[config.mk]
export PLATFORM = sky130hd
export DESIGN_NAME = running_mean_variance_with_bins_core
export DESIGN_NICKNAME = d
export VERILOG_FILES = /design/src/design/rmvb_pkg.sv /design/src/design/rmvb_div.sv /design/src/design/rmvb_mul.sv /design/src/design/running_mean_variance_with_bins_core.sv
export VERILOG_INCLUDE_DIRS = /design/src /design/src/design
export SDC_FILE = /design/constraint.sdc
export NUM_CORES = 2
export LEC_CHECK = 0
export BUFFER_PORTS_ARGS = -buffer_cell sky130_fd_sc_hd__clkbuf_2
export CELL_PAD_IN_SITES_DETAIL_PLACEMENT = 0
export CELL_PAD_IN_SITES_GLOBAL_PLACEMENT = 1
export CORE_MARGIN = 3
export CORE_UTILIZATION = 40
export DETAILED_ROUTE_END_ITERATION = 10
export GPL_TIMING_DRIVEN = 0
export PLACE_DENSITY_LB_ADDON = 0.1
export SYNTH_ARGS = -nofsm -noshare
export SYNTH_HDL_FRONTEND = slang
export SYNTH_SLANG_ARGS = --single-unit
[constraint.sdc]
create_clock -name i_clk -period 13.3 [get_ports i_clk]
set_input_delay 0.665 -clock i_clk [delete_from_list [all_inputs] [get_ports i_clk]]
set_output_delay 0.665 -clock i_clk [all_outputs]
set_load 0.05 [all_outputs]
[src/design/running_mean_variance_with_bins_core_assert.svh]
// assertion macros for the running mean and variance core
`ifndef RUNNING_MEAN_VARIANCE_WITH_BINS_CORE_ASSERT_SVH
`define RUNNING_MEAN_VARIANCE_WITH_BINS_CORE_ASSERT_SVH

// same-cycle implication on the core clock
`define RMVB_ASSERT_NOW(lbl, ante, cons, msg) \
    lbl: assert property (@(posedge i_clk) disable iff (!i_rst_n) (ante) |-> (cons)) \
        else $error(msg);

// next-cycle implication on the core clock
`define RMVB_ASSERT_NEXT(lbl, ante, cons, msg) \
    lbl: assert property (@(posedge i_clk) disable iff (!i_rst_n) (ante) |=> (cons)) \
        else $error(msg);

`endif

[src/design/rmvb_pkg.sv]
// shared constants, types and helpers of the running mean and variance core
package rmvb_pkg;

    localparam int WORD_W     = 32;
    localparam int GUARD_BITS = 16;
    localparam int MEAN_W     = WORD_W + GUARD_BITS;
    localparam int DIFF_W     = MEAN_W + 1;
    localparam int PROD_W     = 2 * DIFF_W;
    localparam int SQ_W       = 63;
    localparam int SQ_SHIFT   = 32;
    localparam int STEP_W     = $clog2(DIFF_W + 1);
    localparam int TIME_SHIFT = DIFF_W - WORD_W;
    localparam int CFG_IDX_W  = 1;

    localparam logic [CFG_IDX_W-1:0] CFG_BIN_ENABLE = 1'd0;
    localparam logic [CFG_IDX_W-1:0] CFG_BIN_LENGTH = 1'd1;

    localparam logic KIND_SAMPLE = 1'b0;
    localparam logic KIND_CLEAR  = 1'b1;

    localparam logic [WORD_W-1:0] BIN_LEN_RST = 32'd25600;
    localparam logic [WORD_W-1:0] WORD_MAX    = {WORD_W{1'b1}};
    localparam logic [SQ_W-1:0]   SQ_MAX      = {SQ_W{1'b1}};

    typedef struct packed {
        logic busy;
        logic done;
    } t_unit_stat;

    function automatic logic [WORD_W-1:0] sat_inc(input logic [WORD_W-1:0] val);
        return (val == WORD_MAX) ? val : val + 1'b1;
    endfunction

    function automatic logic [DIFF_W-1:0] mag(input logic [DIFF_W-1:0] val);
        return val[DIFF_W-1] ? (~val + 1'b1) : val;
    endfunction

endpackage

[src/design/rmvb_div.sv]
// radix-2 restoring divider, one quotient bit per cycle
module rmvb_div import rmvb_pkg::*; (
    input  logic              i_clk,
    input  logic              i_rst_n,
    input  logic              i_start,
    input  logic [STEP_W-1:0] i_len,
    input  logic [DIFF_W-1:0] i_dividend,
    input  logic [WORD_W-1:0] i_divisor,
    output logic [DIFF_W-1:0] o_quot,
    output t_unit_stat        o_stat
);

    logic              r_busy;
    logic              r_done;
    logic [STEP_W-1:0] r_cnt;
    logic [WORD_W-1:0] r_rem;
    logic [DIFF_W-1:0] r_quo;
    logic [WORD_W-1:0] r_dvs;

    logic [WORD_W:0]   n_trial;
    logic [WORD_W:0]   n_diff;
    logic              n_ge;

    assign n_trial = {r_rem, r_quo[DIFF_W-1]};
    assign n_diff  = n_trial - {1'b0, r_dvs};
    assign n_ge    = (n_trial >= {1'b0, r_dvs});

    always_ff @(posedge i_clk) begin
        if (!i_rst_n) begin
            r_busy <= 1'b0;
            r_done <= 1'b0;
            r_cnt  <= '0;
        end else begin
            r_done <= 1'b0;
            if (i_start) begin
                r_busy <= 1'b1;
                r_cnt  <= i_len;
            end else if (r_busy) begin
                r_cnt <= r_cnt - 1'b1;
                if (r_cnt == STEP_W'(1)) begin
                    r_busy <= 1'b0;
                    r_done <= 1'b1;
                end
            end
        end
    end

    always_ff @(posedge i_clk) begin
        if (i_start) begin
            r_rem <= '0;
            r_quo <= i_dividend;
            r_dvs <= i_divisor;
        end else if (r_busy) begin
            r_rem <= n_ge ? n_diff[WORD_W-1:0] : n_trial[WORD_W-1:0];
            r_quo <= {r_quo[DIFF_W-2:0], n_ge};
        end
    end

    assign o_quot      = r_quo;
    assign o_stat.busy = r_busy;
    assign o_stat.done = r_done;

endmodule

[src/design/rmvb_mul.sv]
// bit-serial shift-add multiplier with scaled, saturated result
module rmvb_mul import rmvb_pkg::*; (
    input  logic              i_clk,
    input  logic              i_rst_n,
    input  logic              i_start,
    input  logic [DIFF_W-1:0] i_a,
    input  logic [DIFF_W-1:0] i_b,
    output logic [SQ_W-1:0]   o_term,
    output t_unit_stat        o_stat
);

    logic              r_busy;
    logic              r_done;
    logic [STEP_W-1:0] r_cnt;
    logic [DIFF_W-1:0] r_a;
    logic [PROD_W-1:0] r_acc;

    logic [DIFF_W:0]   n_part;
    logic              n_sat;

    assign n_part = {1'b0, r_acc[PROD_W-1:DIFF_W]}
                  + (r_acc[0] ? {1'b0, r_a} : '0);
    assign n_sat  = |r_acc[PROD_W-1:SQ_W+SQ_SHIFT];

    always_ff @(posedge i_clk) begin
        if (!i_rst_n) begin
            r_busy <= 1'b0;
            r_done <= 1'b0;
            r_cnt  <= '0;
        end else begin
            r_done <= 1'b0;
            if (i_start) begin
                r_busy <= 1'b1;
                r_cnt  <= STEP_W'(DIFF_W);
            end else if (r_busy) begin
                r_cnt <= r_cnt - 1'b1;
                if (r_cnt == STEP_W'(1)) begin
                    r_busy <= 1'b0;
                    r_done <= 1'b1;
                end
            end
        end
    end

    always_ff @(posedge i_clk) begin
        if (i_start) begin
            r_a   <= i_a;
            r_acc <= {{DIFF_W{1'b0}}, i_b};
        end else if (r_busy) begin
            r_acc <= {n_part, r_acc[DIFF_W-1:1]};
        end
    end

    assign o_term      = n_sat ? SQ_MAX : r_acc[SQ_W+SQ_SHIFT-1:SQ_SHIFT];
    assign o_stat.busy = r_busy;
    assign o_stat.done = r_done;

endmodule

[src/design/running_mean_variance_with_bins_core.sv]
// Online mean and variance core with optional per-interval bin means. Each
// transaction is one sample or one clear; every transaction gives exactly one
// result. A sample runs the bin steps only with binning on and a nonzero
// time stamp. The work is done by one shared radix-2 divider (for the mean
// step, the bin index and the bin mean step) and a bit-serial multiplier
// that runs alongside the bin index division. A result waits in the output
// register while the next transaction is already being worked on.
`include "running_mean_variance_with_bins_core_assert.svh"

module running_mean_variance_with_bins_core import rmvb_pkg::*; (
    input  logic                 i_clk,
    input  logic                 i_rst_n,
    input  logic                 i_cfg_we,
    input  logic [CFG_IDX_W-1:0] i_cfg_index,
    input  logic [WORD_W-1:0]    i_cfg_data,
    input  logic                 i_valid,
    output logic                 o_ready,
    input  logic                 i_kind,
    input  logic signed [31:0]   i_sample_value,
    input  logic [31:0]          i_sample_time,
    output logic                 o_valid,
    input  logic                 i_ready,
    output logic [31:0]          o_sample_total,
    output logic signed [31:0]   o_mean_value,
    output logic [62:0]          o_squared_deviation_sum,
    output logic                 o_bin_closed,
    output logic signed [31:0]   o_bin_mean,
    output logic [31:0]          o_bin_index
);

    localparam logic [2:0] ST_IDLE      = 3'd0;
    localparam logic [2:0] ST_DIV_MEAN  = 3'd1;
    localparam logic [2:0] ST_MUL_START = 3'd2;
    localparam logic [2:0] ST_MUL       = 3'd3;
    localparam logic [2:0] ST_BIN_CHK   = 3'd4;
    localparam logic [2:0] ST_BIN_START = 3'd5;
    localparam logic [2:0] ST_BIN_DIV   = 3'd6;
    localparam logic [2:0] ST_OUT       = 3'd7;

    logic [2:0]        r_state;
    logic [2:0]        n_state;

    logic              r_bin_en;
    logic [WORD_W-1:0] r_bin_len;

    logic [WORD_W-1:0] r_count;
    logic [MEAN_W-1:0] r_mean;
    logic [SQ_W-1:0]   r_sqsum;
    logic [WORD_W-1:0] r_last_bin;
    logic [WORD_W-1:0] r_bin_count;
    logic [MEAN_W-1:0] r_bin_mean;

    logic [MEAN_W-1:0] r_x;
    logic [WORD_W-1:0] r_t;
    logic [DIFF_W-1:0] r_dmag;
    logic              r_dneg;
    logic              r_bin_act;
    logic              r_closed;
    logic [WORD_W-1:0] r_cmean;
    logic [WORD_W-1:0] r_cidx;

    logic              r_o_valid;
    logic [WORD_W-1:0] r_o_total;
    logic [WORD_W-1:0] r_o_mean;
    logic [SQ_W-1:0]   r_o_sqsum;
    logic              r_o_bin_closed;
    logic [WORD_W-1:0] r_o_bin_mean;
    logic [WORD_W-1:0] r_o_bin_index;

    logic              n_accept;
    logic [MEAN_W-1:0] n_x;
    logic [WORD_W-1:0] n_cnt_inc;
    logic [WORD_W-1:0] n_bc_inc;
    logic [DIFF_W-1:0] n_d1;
    logic [DIFF_W-1:0] n_d2;
    logic [DIFF_W-1:0] n_db;
    logic [DIFF_W-1:0] n_qs;
    logic [DIFF_W-1:0] n_mean_sum;
    logic [DIFF_W-1:0] n_bmean_sum;
    logic [SQ_W:0]     n_sq_sum;
    logic              n_out_load;

    logic              div_start;
    logic [STEP_W-1:0] div_len;
    logic [DIFF_W-1:0] div_dividend;
    logic [WORD_W-1:0] div_divisor;
    logic [DIFF_W-1:0] div_quot;
    t_unit_stat        div_stat;

    logic              mul_start;
    logic [SQ_W-1:0]   mul_term;
    t_unit_stat        mul_stat;

    assign o_ready  = (r_state == ST_IDLE);
    assign n_accept = i_valid && o_ready;

    assign n_x        = {i_sample_value, {GUARD_BITS{1'b0}}};
    assign n_cnt_inc  = sat_inc(r_count);
    assign n_bc_inc   = sat_inc(r_bin_count);
    assign n_d1       = {n_x[MEAN_W-1], n_x} - {r_mean[MEAN_W-1], r_mean};
    assign n_d2       = {r_x[MEAN_W-1], r_x} - {r_mean[MEAN_W-1], r_mean};
    assign n_db       = {r_x[MEAN_W-1], r_x} - {r_bin_mean[MEAN_W-1], r_bin_mean};
    assign n_qs       = r_dneg ? (~div_quot + 1'b1) : div_quot;
    assign n_mean_sum  = {r_mean[MEAN_W-1], r_mean} + n_qs;
    assign n_bmean_sum = {r_bin_mean[MEAN_W-1], r_bin_mean} + n_qs;
    assign n_sq_sum   = {1'b0, r_sqsum} + {1'b0, mul_term};
    assign n_out_load = (r_state == ST_OUT) && (!r_o_valid || i_ready);

    // divider request by phase
    always_comb begin
        div_start    = 1'b0;
        div_len      = STEP_W'(DIFF_W);
        div_dividend = mag(n_d1);
        div_divisor  = n_cnt_inc;
        mul_start    = 1'b0;
        case (r_state)
            ST_IDLE: begin
                div_start = n_accept && (i_kind == KIND_SAMPLE);
            end
            ST_MUL_START: begin
                div_start    = r_bin_en && (r_t != '0);
                div_len      = STEP_W'(WORD_W);
                div_dividend = {r_t, {TIME_SHIFT{1'b0}}};
                div_divisor  = r_bin_len;
                mul_start    = 1'b1;
            end
            ST_BIN_START: begin
                div_start    = 1'b1;
                div_dividend = mag(n_db);
                div_divisor  = n_bc_inc;
            end
            default: begin
                div_start = 1'b0;
            end
        endcase
    end

    always_comb begin
        n_state = r_state;
        case (r_state)
            ST_IDLE: begin
                if (n_accept) begin
                    n_state = (i_kind == KIND_CLEAR) ? ST_OUT : ST_DIV_MEAN;
                end
            end
            ST_DIV_MEAN: begin
                if (div_stat.done) begin
                    n_state = ST_MUL_START;
                end
            end
            ST_MUL_START: begin
                n_state = ST_MUL;
            end
            ST_MUL: begin
                if (mul_stat.done) begin
                    n_state = r_bin_act ? ST_BIN_CHK : ST_OUT;
                end
            end
            ST_BIN_CHK: begin
                n_state = ST_BIN_START;
            end
            ST_BIN_START: begin
                n_state = ST_BIN_DIV;
            end
            ST_BIN_DIV: begin
                if (div_stat.done) begin
                    n_state = ST_OUT;
                end
            end
            ST_OUT: begin
                if (n_out_load) begin
                    n_state = ST_IDLE;
                end
            end
            default: begin
                n_state = ST_IDLE;
            end
        endcase
    end

    always_ff @(posedge i_clk) begin
        if (!i_rst_n) begin
            r_state   <= ST_IDLE;
            r_bin_en  <= 1'b0;
            r_bin_len <= BIN_LEN_RST;
            r_o_valid <= 1'b0;
        end else begin
            r_state <= n_state;
            if (i_cfg_we) begin
                case (i_cfg_index)
                    CFG_BIN_ENABLE: r_bin_en  <= i_cfg_data[0];
                    CFG_BIN_LENGTH: r_bin_len <= i_cfg_data;
                    default: begin
                        r_bin_en <= r_bin_en;
                    end
                endcase
            end
            if (n_out_load) begin
                r_o_valid <= 1'b1;
            end else if (i_ready) begin
                r_o_valid <= 1'b0;
            end
        end
    end

    // statistics state
    always_ff @(posedge i_clk) begin
        if (!i_rst_n) begin
            r_count     <= '0;
            r_mean      <= '0;
            r_sqsum     <= '0;
            r_last_bin  <= '0;
            r_bin_count <= '0;
            r_bin_mean  <= '0;
        end else begin
            case (r_state)
                ST_IDLE: begin
                    if (n_accept) begin
                        if (i_kind == KIND_CLEAR) begin
                            r_count     <= '0;
                            r_mean      <= '0;
                            r_sqsum     <= '0;
                            r_last_bin  <= '0;
                            r_bin_count <= '0;
                            r_bin_mean  <= '0;
                        end else begin
                            r_count <= n_cnt_inc;
                        end
                    end
                end
                ST_DIV_MEAN: begin
                    if (div_stat.done) begin
                        r_mean <= n_mean_sum[MEAN_W-1:0];
                    end
                end
                ST_MUL: begin
                    if (mul_stat.done) begin
                        r_sqsum <= n_sq_sum[SQ_W] ? SQ_MAX : n_sq_sum[SQ_W-1:0];
                    end
                end
                ST_BIN_CHK: begin
                    if (div_quot[WORD_W-1:0] > r_last_bin) begin
                        r_bin_count <= '0;
                        r_bin_mean  <= '0;
                        r_last_bin  <= div_quot[WORD_W-1:0];
                    end
                end
                ST_BIN_START: begin
                    r_bin_count <= n_bc_inc;
                end
                ST_BIN_DIV: begin
                    if (div_stat.done) begin
                        r_bin_mean <= n_bmean_sum[MEAN_W-1:0];
                    end
                end
                default: begin
                    r_count <= r_count;
                end
            endcase
        end
    end

    // per-transaction working values
    always_ff @(posedge i_clk) begin
        case (r_state)
            ST_IDLE: begin
                if (n_accept) begin
                    r_x      <= n_x;
                    r_t      <= i_sample_time;
                    r_dmag   <= mag(n_d1);
                    r_dneg   <= n_d1[DIFF_W-1];
                    r_closed <= 1'b0;
                    r_cmean  <= '0;
                    r_cidx   <= '0;
                end
            end
            ST_MUL_START: begin
                r_bin_act <= r_bin_en && (r_t != '0);
            end
            ST_BIN_CHK: begin
                if (div_quot[WORD_W-1:0] > r_last_bin) begin
                    r_closed <= 1'b1;
                    r_cmean  <= r_bin_mean[MEAN_W-1:GUARD_BITS];
                    r_cidx   <= r_last_bin;
                end
            end
            ST_BIN_START: begin
                r_dneg <= n_db[DIFF_W-1];
            end
            default: begin
                r_t <= r_t;
            end
        endcase
    end

    always_ff @(posedge i_clk) begin
        if (n_out_load) begin
            r_o_total      <= r_count;
            r_o_mean       <= r_mean[MEAN_W-1:GUARD_BITS];
            r_o_sqsum      <= r_sqsum;
            r_o_bin_closed <= r_closed;
            r_o_bin_mean   <= r_cmean;
            r_o_bin_index  <= r_cidx;
        end
    end

    rmvb_div u_div (
        .i_clk      (i_clk),
        .i_rst_n    (i_rst_n),
        .i_start    (div_start),
        .i_len      (div_len),
        .i_dividend (div_dividend),
        .i_divisor  (div_divisor),
        .o_quot     (div_quot),
        .o_stat     (div_stat)
    );

    rmvb_mul u_mul (
        .i_clk   (i_clk),
        .i_rst_n (i_rst_n),
        .i_start (mul_start),
        .i_a     (r_dmag),
        .i_b     (mag(n_d2)),
        .o_term  (mul_term),
        .o_stat  (mul_stat)
    );

    assign o_valid                 = r_o_valid;
    assign o_sample_total          = r_o_total;
    assign o_mean_value            = r_o_mean;
    assign o_squared_deviation_sum = r_o_sqsum;
    assign o_bin_closed            = r_o_bin_closed;
    assign o_bin_mean              = r_o_bin_mean;
    assign o_bin_index             = r_o_bin_index;

    `RMVB_ASSERT_NOW(a_div_idle, r_state == ST_IDLE, !div_stat.busy, "divider busy while idle")
    `RMVB_ASSERT_NOW(a_mul_phase, mul_stat.busy, r_state == ST_MUL,
        "multiplier busy out of phase")
    `RMVB_ASSERT_NEXT(a_count_hold, !n_accept, r_count == $past(r_count),
        "count moved without transaction")
    `RMVB_ASSERT_NOW(a_open_bin, r_o_valid && !r_o_bin_closed,
        r_o_bin_index == '0 && r_o_bin_mean == '0, "bin fields set without close")

endmodule

==> impl_metrics.ini <==
[status]
status = finished clean

[global_route]
grt_pass1_wl_mm = 315
antenna_found_initial = 33
grt_pass1_vias = 48900
grt_max_degree = 65
grt_use_total_pct = 27.3
gr-total-overflow = 0

[route]
wl_per_cell_um = 23.6
wl_mm = 215
drtAntennaViolNets = 0
drt-pass1-iter-count = 6
drcViolationCount = 0
drt-initial-drc-count = 4698
via_per_inst = 5.68
vias = 51700

[clock_tree]
clockRootBuffer = clkbuf_16
cts-hold-fix-buffers = 0
clk_pin_slew_worst_paths_ns = 0.07
cts_buffers = 109
cts_tree = done
postCtsSetupRepairBufs = 0
clock_path_buffers = 3
clock_sinks = 940
post_cts_resized = 0
h-tree-depth = 3
clk_latency_ns = 0.74

[min_path]
min_path_type = in2reg

[yosys]
synth_enable_flop_cells = 551
avgSynthCellArea_um2 = 8.98
synth_top_cell_by_area = edfxtp_1
synth_top_family_by_area = compound AO/OA/AOI/OAI gates
synth-simple-area-share_pct = 18.2
synthAdderAreaFrac_pct = 8.04
synthTopCellsByArea = edfxtp_1 28%, dfxtp_1 13%, ha_1 7.9%
syn_nets = 7124
synth_top_area_share_pct = 27.8
netlist_instances = 6641
synth_compound_area_share_pct = 20.3
synth-seq-cells = 940
synthXorXnorAreaFrac_pct = 8.08
synth_area_um2 = 59600
async_flop_share_pct = 0
synthMuxAreaShare_pct = 0.932
synth_flop_cell = edfxtp_1
seq_area_frac_synth_pct = 40.8
yosys_warnings = 0
synth.distinct_cells = 98

[floorplan]
core_area_um2 = 148000
fp.dieH_um = 392
pin_count = 297
die_w_um = 392
start_util_pct = 40.3
dieArea_um2 = 154000
num_rows = 141

[power]
p_sw_share_pct = 41.9
leakage_nw = 26.4
power.total_mw = 13.0
power.clock.fraction_pct = 24.7
powerDensity_nw_per_um2 = 192
combinationalPowerShare_pct = 43.1
ir_drop_mv = 0.119
power.switching_mw = 5.45
seq_power_share_pct = 32.2
power.internal_mw = 7.56

[sta]
postLayoutSetupSlackWorst_ns = 5.98
finalClockSkew_ns = 0.0265
setup_viol = 0
min_period_over_period_pct = 55.0
tightest_slew_ns = 1.41
slew_viol_final = 0
max_freq_mhz = 137
min_period_ns = 7.32
finalSetupTns_ns = 0
relSlewSlack_pct = 5.89
rsz0062_at_grt = no
hold_violations = 0

[worst_setup_path]
critPathMaxFanout = 5
crit_type = reg2reg
startpoint_type = flop
worstPathRequired_ns = 13.92
endpoint_kind = flop
crit_arrival_ns = 7.94
r2r_setup_slack_ns = 5.98

[cells_and_area]
syn_to_final_growth_pct = 13.5
fin_util_pct = 45.8
final.fill_count = 14600
fin_nets = 7545
drive_gt1_share_pct = 8.34
final_area_um2 = 67700

[flow_run]
maxCapViolCount = 0

[placement]
portBuffers = 295
place_congestion = 0.928
dpl_cell_area_um2 = 63900
hpwlAfterDp_mm = 172
pre_cts_ws_ns = 6.15
-- cell usage after synthesis, types with 17 or more instances --
library cell,n
a21oi_1,542
nand2b_1,149
a21o_1,204
o21bai_1,37
nor3_1,106
xor2_1,211
and3_1,68
nor2b_1,51
nand3_1,146
o221ai_1,21
a22oi_1,68
and4_1,18
and2_1,100
or3_1,67
nand3b_1,17
o211ai_1,40
clkbuf_1,285
a221oi_1,25
nor4_1,51
o21a_1,81
a211oi_1,69
mux2i_1,51
or2_2,29
edfxtp_1,551
nand2_1,647
dfxtp_1,389
a31o_2,17
xnor2_1,339
inv_1,264
a31oi_1,78
nand4_1,84
nor2_1,610
or4_1,22
o41ai_1,20
a21boi_0,22
a41oi_1,17
ha_1,375
o31ai_1,46
o21ai_0,457
-- worst paths after layout --
kind / startpoint / end / depth (start not counted)
worst min register to register: r_cidx[22] / o_bin_index[22] / 0
worst min-delay path: i_sample_time[0] / r_t[0] / 1
worst max-delay path: u_div.o_quot[6] / r_bin_mean[47] / 20
worst max register to register: u_div.o_quot[6] / r_bin_mean[47] / 20
-- power groups by stage --
stage	Sequential [mW]	Combinational, mW	Clock, mW
finish	4.19	5.61	3.21
global route	4.23	6.19	3.39
detailed placement	4.24	5.56	0
global placement	4.30	5.49	0
floorplan	4.11	3.87	0
CTS	4.18	5.59	3.28
-- cell families after synthesis --
logic type | count (synthesis)
AND/OR/NAND/NOR | 2233
AO/OA/AOI/OAI | 1906
flip-flops | 940
buffers and inverters | 577
XOR/XNOR | 550
adder cells (fa/ha/maj) | 380
multiplexers | 55
-- critical path, cell delays in order, from the launching register on --
cell and delay (ns):
edfxtp_1 0.52, or4_1 0.63, nor4_1 0.39, nand2b_1 0.17
or2_2 0.33, nand2b_1 0.23, o41ai_1 0.47, xnor2_1 0.34
ha_1 0.39, a21o_1 0.22, or2_2 0.30, nand3b_1 0.17
a31oi_1 0.15, nor3_1 0.08, a21oi_1 0.30, o31ai_1 0.31
a2111oi_0 0.99, nor3_1 0.18, or4_1 0.57, and3_1 0.20
a211o_1 0.25
-- layout by cell type, fill, tap and decap left out, drive strengths merged, types with 78 or more instances in the layout --
cell | synthesis | layout
clkbuf | 285 | 710
nand2 | 647 | 647
nor2 | 612 | 612
edfxtp | 551 | 551
a21oi | 542 | 542
o21ai | 464 | 464
dfxtp | 389 | 389
ha | 375 | 375
xnor2 | 339 | 339
inv | 266 | 279
xor2 | 211 | 211
a21o | 204 | 204
nand2b | 149 | 149
nand3 | 146 | 146
nor3 | 107 | 107
and2 | 101 | 101
nand4 | 85 | 85
o21a | 81 | 81
a31oi | 78 | 78
-- routing by layer --
metal | part of all wire (%) | up-vias | GRT usage, % | wire [µm]
met5 | 0 | - | 0 | 0
met3 | 4.5 | 346 | 2.82 | 9760
met2 | 46 | 1506 | 44.2 | 98400
met1 | 44 | 24700 | 36.4 | 95300
li1 | - | 25100 | - | -
met4 | 5.4 | 0 | 13.2 | 11700
-- flip-flops by register name (all words and copies together), names as in the netlist, 48 cells and up --
name and count:
r_mean 48, r_dmag 49, u_mul.r_a 49, r_bin_mean 48, o_squared_deviation_sum 63, r_sqsum 63, u_div.o_quot 49, u_mul.r_acc 98
-- final cells by class --
class                           instances  area [µm²]  area share [%]
Inverter                              267        1000            1.48
Antenna cell                            9        22.5          0.0333
Multi-Input combinational cell       5124       33100            49.0
Clock buffer                          130        2880            4.25
Buffer                                310        1210            1.79
Sequential cell                       940       24300            35.9
Timing Repair Buffer                  310        1760            2.60
Clock inverter                         78         933            1.38
Tap cell                             1930        2410            3.57
-- metrics by stage --
stage / cells / hold slack (ns)
after global routing: 9089 / 0.0630
after floorplan: 6641 / 0.400
after global placement: 8866 / 0.403
after detailed placement: 8881 / 0.405
final: 9098 / 0.102
after CTS: 9089 / 0.0489
Note: power is estimated with default switching activity, not from simulation.
